**config.mk**
```make
export PLATFORM = sky130hd
export DESIGN_NAME = varint64_length_header_encoder
export DESIGN_NICKNAME = d
export VERILOG_FILES = /design/src/hw/rtl/vlhe_pkg.sv /design/src/hw/rtl/varint64_length_header_encoder.sv
export SDC_FILE = /design/constraint.sdc
export NUM_CORES = 1
export LEC_CHECK = 0
export ABC_AREA = 1
export BUFFER_PORTS_ARGS = -buffer_cell sky130_fd_sc_hd__buf_2
export CAP_MARGIN = 10
export CORE_MARGIN = 3
export CORE_UTILIZATION = 62
export CTS_BUF_LIST = sky130_fd_sc_hd__clkbuf_8
export CTS_CLUSTER_SIZE = 14
export DETAILED_ROUTE_END_ITERATION = 16
export GPL_ROUTABILITY_DRIVEN = 0
export PLACE_DENSITY = 0.88
export REMOVE_ABC_BUFFERS = 1
export SLEW_MARGIN = 20
export SYNTH_ARGS = -nofsm -noshare
export SYNTH_HDL_FRONTEND = slang
export SYNTH_SLANG_ARGS = --single-unit
```
**constraint.sdc**
```tcl
create_clock -name clk -period 2.5 [get_ports clk]
set_input_delay 0.125 -clock clk [delete_from_list [all_inputs] [get_ports clk]]
set_output_delay 0.125 -clock clk [all_outputs]
set_load 0.1 [all_outputs]
```
**src/hw/rtl/vlhe_pkg.sv**
```systemverilog
package vlhe_pkg;

    localparam int unsigned VALUE_W   = 64;
    localparam int unsigned HDR_BITS  = 4;
    localparam int unsigned PAYLOAD_W = VALUE_W - HDR_BITS;  // 60
    localparam int unsigned BYTE_W    = 8;
    localparam int unsigned CNT_W     = 4;
    localparam int unsigned FULL_BYTES = PAYLOAD_W / BYTE_W; // 7 whole bytes + one nibble

    typedef enum logic [1:0] {
        ST_IDLE = 2'b01,
        ST_EMIT = 2'b10
    } state_t;

    // Number of bytes needed to carry the payload: index of the highest
    // nonzero byte plus one, zero for an all-zero payload.
    function automatic logic [CNT_W-1:0] payload_bytes(input logic [PAYLOAD_W-1:0] sv);
        logic [CNT_W-1:0] n;
        n = '0;
        for (int i = 0; i < FULL_BYTES; i++) begin
            if (sv[BYTE_W*i +: BYTE_W] != '0) begin
                n = CNT_W'(i + 1);
            end
        end
        if (sv[PAYLOAD_W-1:BYTE_W*FULL_BYTES] != '0) begin
            n = CNT_W'(FULL_BYTES + 1);
        end
        return n;
    endfunction

endpackage

```
**src/hw/rtl/varint64_length_header_encoder.sv**
```systemverilog
// Length-prefixed varint encoder for 64-bit unsigned values. Each accepted
// value is sent as 1 to 9 bytes on the byte channel, header byte first: the
// header's upper nibble is the count of extra bytes, its lower nibble the
// value's low 4 bits; the extra bytes carry value >> 4, least significant
// byte first, and last marks the final byte. Both channels use valid/stall;
// a transfer happens on a clock edge with valid high and stall low. The
// block works on one value at a time: value_stall stays high from the
// accepting edge until the transfer of the last byte. One byte leaves per
// cycle while byte_stall is low; the extra bytes come from a single 60-bit
// shift register that drops 8 bits per byte.
module varint64_length_header_encoder (
    input  logic                         clk,
    input  logic                         rst_n,
    input  logic                         value_valid,
    output logic                         value_stall,
    input  logic [vlhe_pkg::VALUE_W-1:0] value,
    output logic                         byte_valid,
    input  logic                         byte_stall,
    output logic [vlhe_pkg::BYTE_W-1:0]  out_byte,
    output logic                         last
);
    import vlhe_pkg::*;

    state_t                 state_reg, state_next;
    logic [PAYLOAD_W-1:0]   shift_reg, shift_next;   // remaining payload
    logic [CNT_W-1:0]       left_reg, left_next;     // extra bytes still queued
    logic [BYTE_W-1:0]      byte_reg, byte_next;     // byte on the output
    logic                   last_reg, last_next;
    logic [CNT_W-1:0]       extra;

    logic in_xfer;
    logic out_xfer;

    assign in_xfer  = value_valid && (state_reg == ST_IDLE);
    assign out_xfer = (state_reg == ST_EMIT) && !byte_stall;

    // Extra byte count from the nonzero bytes of value >> 4
    assign extra = payload_bytes(value[VALUE_W-1:HDR_BITS]);

    always_comb
    begin
        state_next = state_reg;
        shift_next = shift_reg;
        left_next  = left_reg;
        byte_next  = byte_reg;
        last_next  = last_reg;
        unique case (state_reg)
            ST_IDLE:
            begin
                if (in_xfer)
                begin
                    // Header goes straight to the output register
                    state_next = ST_EMIT;
                    shift_next = value[VALUE_W-1:HDR_BITS];
                    left_next  = extra;
                    byte_next  = {extra, value[HDR_BITS-1:0]};
                    last_next  = (extra == '0);
                end
            end
            ST_EMIT:
            begin
                if (out_xfer)
                begin
                    if (last_reg)
                    begin
                        state_next = ST_IDLE;
                    end
                    else
                    begin
                        // Shared shifter: next payload byte, then drop it
                        byte_next  = shift_reg[BYTE_W-1:0];
                        shift_next = {{BYTE_W{1'b0}}, shift_reg[PAYLOAD_W-1:BYTE_W]};
                        left_next  = left_reg - CNT_W'(1);
                        last_next  = (left_reg == CNT_W'(1));
                    end
                end
            end
            default:
            begin
                state_next = ST_IDLE;
            end
        endcase
    end

    always_ff @(posedge clk or negedge rst_n)
    begin
        if (!rst_n)
        begin
            state_reg <= ST_IDLE;
            left_reg  <= '0;
            shift_reg <= '0;
            last_reg  <= 1'b0;
        end
        else
        begin
            state_reg <= state_next;
            left_reg  <= left_next;
            shift_reg <= shift_next;
            last_reg  <= last_next;
        end
    end

    // Output byte needs no reset; qualified by byte_valid
    always_ff @(posedge clk)
    begin
        byte_reg <= byte_next;
    end

    assign value_stall = (state_reg != ST_IDLE);
    assign byte_valid  = (state_reg == ST_EMIT);
    assign out_byte    = byte_reg;
    assign last        = last_reg;

endmodule

```
== Word-level counts from Yosys, hierarchy flattened ==
Cells that the tools add are included.
Word-level totals
  register bits: 75
  output and inout port bits: 11
  word-level logic and storage cells: 58
Cells by class
  add/subtract/negate cells: 1
  equal/unequal tests: 8
  muxes and demuxes: 28
  reductions and logical operators: 16
Operator list (number)
  2-to-1 mux 60 bit: 3
  one-hot mux 60 bit (2 select lines): 1
  nonzero test 8 bit: 7
  2-to-1 mux 4 bit: 9
  2-to-1 mux 8 bit: 3
  one-hot mux 8 bit (2 select lines): 1
  2-to-1 mux 2 bit: 4
  one-hot mux 4 bit (2 select lines): 1
  != test 2 x 1 -> 1 bit (second input constant): 3
  AND reduction 3 bit: 2
  == test 4 x 1 -> 1 bit (second input constant): 1
  logical NOT 4 bit: 1
  2-to-1 mux 1 bit: 4
  != test 2 bit (second input constant): 2
  one-hot mux 2 bit (2 select lines): 1
  AND reduction 4 bit: 1
  nonzero test 4 bit: 1
  subtractor 4 x 1 -> 4 bit (second input constant): 1
  == test 2 x 1 -> 1 bit (second input constant): 1
  == test 2 bit (second input constant): 1
  logical AND 1 bit: 2
  one-hot mux 1 bit (2 select lines): 1
  nonzero test 2 bit: 1
  logical NOT 1 bit: 1

== Logic depth before layout (Yosys ltp) ==
  depth in word-level cells: 12
  depth in mapped cells: 13
  depth with buffers taken out: 13

== Worst setup path after synthesis ==
OpenSTA, ideal clock, no wires.
  path kind: flip-flop to flip-flop
  start: reg state_reg[0]
  end: reg byte_reg[0] (netlist: out_byte[0]), enable pin
  setup time: 0.306 ns
  arrival: 1.850 ns
  data required time: 2.194 ns
  slack: 0.343 ns
  stages on the path, launching flop included: 9
  period minus slack after synthesis: 2.157 ns
  cell sequence: dfstp_2 inv_2 nor2_1 inv_1 nor2_1 nor2_4 inv_4 buf_12 buf_6
On the way
  longest elaborated chain between the ends: 4
  elaborated cells between the ends (all ways): 9
RTL lines
  from (decl): RTL line varint64_length_header_encoder.sv:24  | state_t state_reg, state_next;
  from (signal assigned): RTL line varint64_length_header_encoder.sv:96  | state_reg <= state_next;
  == test 2 x 1 -> 1 bit or == test 2 bit (tied branches): RTL line varint64_length_header_encoder.sv:34, varint64_length_header_encoder.sv:47, varint64_length_header_encoder.sv:35
  logical AND 1 bit (on tied branches): RTL line varint64_length_header_encoder.sv:34, varint64_length_header_encoder.sv:35
  != test 2 bit (no line) or != test 2 x 1 -> 1 bit (tied branches)
  AND reduction 4 bit (no line) *
  to (signal assigned): RTL line varint64_length_header_encoder.sv:106  | byte_reg <= byte_next;
  to (decl): RTL line varint64_length_header_encoder.sv:27  | logic [BYTE_W-1:0] byte_reg, byte_next;
Every way passes the cells marked *; elsewhere a longest branch is shown, timed or not.
A chain may end at the register's enable or synchronous reset.

== Worst setup path in the final report ==
  start: reg state_reg[0]
  end: reg shift_reg[27]
On the way
  longest elaborated chain between the ends: 4
  elaborated cells between the ends (all ways): 10
RTL lines
  == test 2 x 1 -> 1 bit or == test 2 bit (tied branches): RTL line varint64_length_header_encoder.sv:34, varint64_length_header_encoder.sv:47, varint64_length_header_encoder.sv:35
  logical AND 1 bit (on tied branches): RTL line varint64_length_header_encoder.sv:34, varint64_length_header_encoder.sv:35
  != test 2 bit (no line) or != test 2 x 1 -> 1 bit (tied branches)
  AND reduction 4 bit (no line)
  to (signal assigned): RTL line varint64_length_header_encoder.sv:98  | shift_reg <= shift_next;
  to (decl): RTL line varint64_length_header_encoder.sv:25  | logic [PAYLOAD_W-1:0] shift_reg, shift_next;
Parallel ways exist; a longest one is shown, timed or not.

==> impl_metrics.py <==
metrics = {
    "timing": {
        "min_period_ps": 2050,
        "setup_viol": 0,
        "setup_tns_ps": 0,
        "timing.final.crit_share": 0.822,
        "fin_skew_ps": 9.18,
        "hold_viol_final": 0,
        "rsz0062_at_grt": "false",
        "tightest_slew_ps": 820,
        "finalMaxSlewViolations": 0,
        "max-slew-margin-rel": 0.453,
        "hold_slack_ps": 32.9,
        "timing.fmax_ghz": 0.487,
        "fin_ws_ps": 445,
    },
    "logic_synthesis": {
        "yosysUniqueCellTypes": 38,
        "synth_top_area_frac": 0.397,
        "yosys-top-cells-area": "dfrtp_1 40%, nand2_1 8.2%, o211ai_2 8.1%",
        "ys_async_sr_fraction": 0.893,
        "syn_avg_cell_area_sq_um": 8.80,
        "ys_seq_elements": 75,
        "synth_cells": 473,
        "synth_edf_count": 8,
        "synth_top_cell_by_area": "dfrtp_1",
        "synth_area_sq_um": 4160,
        "seq_area_frac_synth": 0.461,
        "ys_warn_count": 0,
        "synth_flop_cell": "dfrtp_1",
    },
    "drt": {
        "vias_per_cell": 5.60,
        "wl_per_cell_um": 14.8,
        "dr_wl_met3_um": 651,
        "firstDrtPassIters": 7,
        "via_count": 3514,
        "top_layer": "met4",
        "drt-met1-wl_um": 3810,
        "drc": 0,
        "wl_met2_um": 4600,
        "antenna_left": 0,
        "first_iter_violations": 242,
        "drt_wl_total_um": 9300,
    },
    "final_layout": {
        "finalInstanceArea_sq_um": 4750,
        "layout-drive-gt1-share": 0.311,
        "antenna_cells": 0,
        "fill_cells": 476,
        "final_cells": 627,
        "nNetsFinal": 615,
        "syn2layout_area_growth_pct": 14.1,
        "largest_register_ffs": 60,
    },
    "place": {
        "place_ws_ps": 477,
        "portBuffers": 78,
        "place_inst": 610,
        "dp_hpwl_um": 6490,
        "place_area_sq_um": 4560,
    },
    "clocking": {
        "clock_latency_ps": 350,
        "cts_tree": "done",
        "clock_sinks": 75,
        "cts.htree.levels": 3,
        "cts_resized": 0,
        "path_clk_slew_ps": 70,
        "cts_buffer_depth": 2,
        "root_buffer": "clkbuf_8",
        "numCtsBuffers": 9,
    },
    "setup_path": {
        "critPathBufInv": 4,
        "path_delay_family": "buffers and inverters",
        "endpoint_kind": "flop",
        "required_ps": 2750,
        "slowest_stage": "dfstp_2",
        "cp.arrival_ps": 2300,
        "cpPeakStageDelay_ps": 530,
        "worst_setup_path_start_kind": "flop",
        "rr_worst_depth": 11,
        "path_depth": 11,
        "path_cells": "inv_2 > nand2_4 > clkinv_2 > nand2_1 > nand2_2 > nor3_2 > nor2_4 > inv_4 > buf_12 > o211ai_1 > o21ai_0",
        "timing_worst_setup_path_type": "flop to flop",
        "cp_max_fo": 37,
    },
    "status": {
        "status": "completed",
    },
    "global_route": {
        "grt_overflow": 0,
        "grt_pass1_vias": 3376,
        "grt_use_total": 0.255,
        "grt_start_max_net_pins": 110,
        "grt_pass1_wl_um": 15200,
        "antenna_found_initial": 0,
    },
    "power": {
        "p_per_area_nw_per_um2": 1340,
        "peakVddDrop_v": 0.000632,
        "p_leak_nw": 2.26,
    },
    "floorplan": {
        "fp-row-count": 29,
        "num_io_pins": 79,
        "dieArea_sq_um": 7730,
        "dieWidth_um": 87.9,
        "start_util": 0.648,
        "coreArea_sq_um": 6420,
        "die-height_um": 87.9,
    },
    "job": {
        "maxCapViolations": 0,
    },
    "hold_path": {
        "worstHoldPathType": "input port to flop",
        "hold_depth": 3,
    },
}
[synth_stat cells, types with 2 or more instances]
cell type and n:
nand2_1 91, inv_1 83, dfrtp_1 66, nor2_1 35, o21ai_0 33, o21ai_2 29, o211ai_2 27, o211ai_1 25
buf_2 10, clkbuf_1 10, o21ai_1 10, nand3_1 9, edfxtp_1 8, a21oi_1 4, buf_12 4, buf_6 2
ha_1 2, inv_2 2, nand3_2 2, nand4_1 2, nor3_1 2
[routing by layer]
layer  up-vias  GRT usage
li1       1679          -
met1      1677      0.327
met2       133      0.416
met3        25     0.0517
met4         0      0.120
met5         -          0
[path summary, 6_finish.rpt]
check,startpoint,slack (ps),endpoint
setup / recovery,state_reg[0]$_DFFE_PN1P_,450,shift_reg[27]$_DFFE_PN0P_
hold / removal,value[59],30,shift_reg[55]$_DFFE_PN0P_
setup reg to reg,state_reg[0]$_DFFE_PN1P_,450,shift_reg[27]$_DFFE_PN0P_
hold reg to reg,shift_reg[46]$_DFFE_PN0P_,520,shift_reg[46]$_DFFE_PN0P_
max in group asynchronous,rst_n,1240,shift_reg[36]$_DFFE_PN0P_
min in group asynchronous,rst_n,410,shift_reg[8]$_DFFE_PN0P_
[worst min-delay path, cell delays in order]
cell,delay [ps]
buf_2,90
nand3_1,60
o21ai_1,70
[layout make-up]
type | instances | area (sq um) | share of cell area
inverters | 86 | 327 | 0.0687
clock inverters | 4 | 17.5 | 0.00369
flip-flops and latches | 75 | 1920 | 0.404
multi-input cells | 285 | 1720 | 0.362
clock buffers | 12 | 165 | 0.0348
well taps | 77 | 96.3 | 0.0203
repair buffers | 88 | 505 | 0.106
[placed cells by master (no fill, tap or decap), types with 10 or more instances in the layout]
master	instances
buf_2	78
clkbuf_8	12
dfrtp_1	66
inv_1	85
nand2_1	91
nor2_1	35
o211ai_1	25
o211ai_2	27
o21ai_0	33
o21ai_1	10
o21ai_2	29
[through the flow]
step / util / total power (W)
after global routing: 0.740 / 0.00682
after CTS: 0.740 / 0.00638
final: 0.740 / 0.00636
after global placement: 0.710 / 0.00530
after floorplan: - / 0.00467
after detailed placement: 0.710 / 0.00548
[power breakdown]
part	total [W]	switching [W]	internal, W
logic	0.00344	0.00243	0.00102
clock network	0.000867	0.000435	0.000432
registers	0.00205	0.000185	0.00186
[kinds of logic (layout without fill, tap and decap cells)]
group / Yosys count / count (layout) / share of synthesized area
AOI/OAI and AO/OA: 132 / 132 / 0.251
buffers and inverters: 113 / 190 / 0.126
adders and majority gates: 2 / 2 / 0.00601
DFF: 75 / 75 / 0.461
and+or+nand+nor: 151 / 151 / 0.157
[timing repair]
action	CTS	global route
hold buffers	1	0
endpoints found under the hold margin	33	0
buffers inserted	0	0
Power figures use the tool's default switching activity.
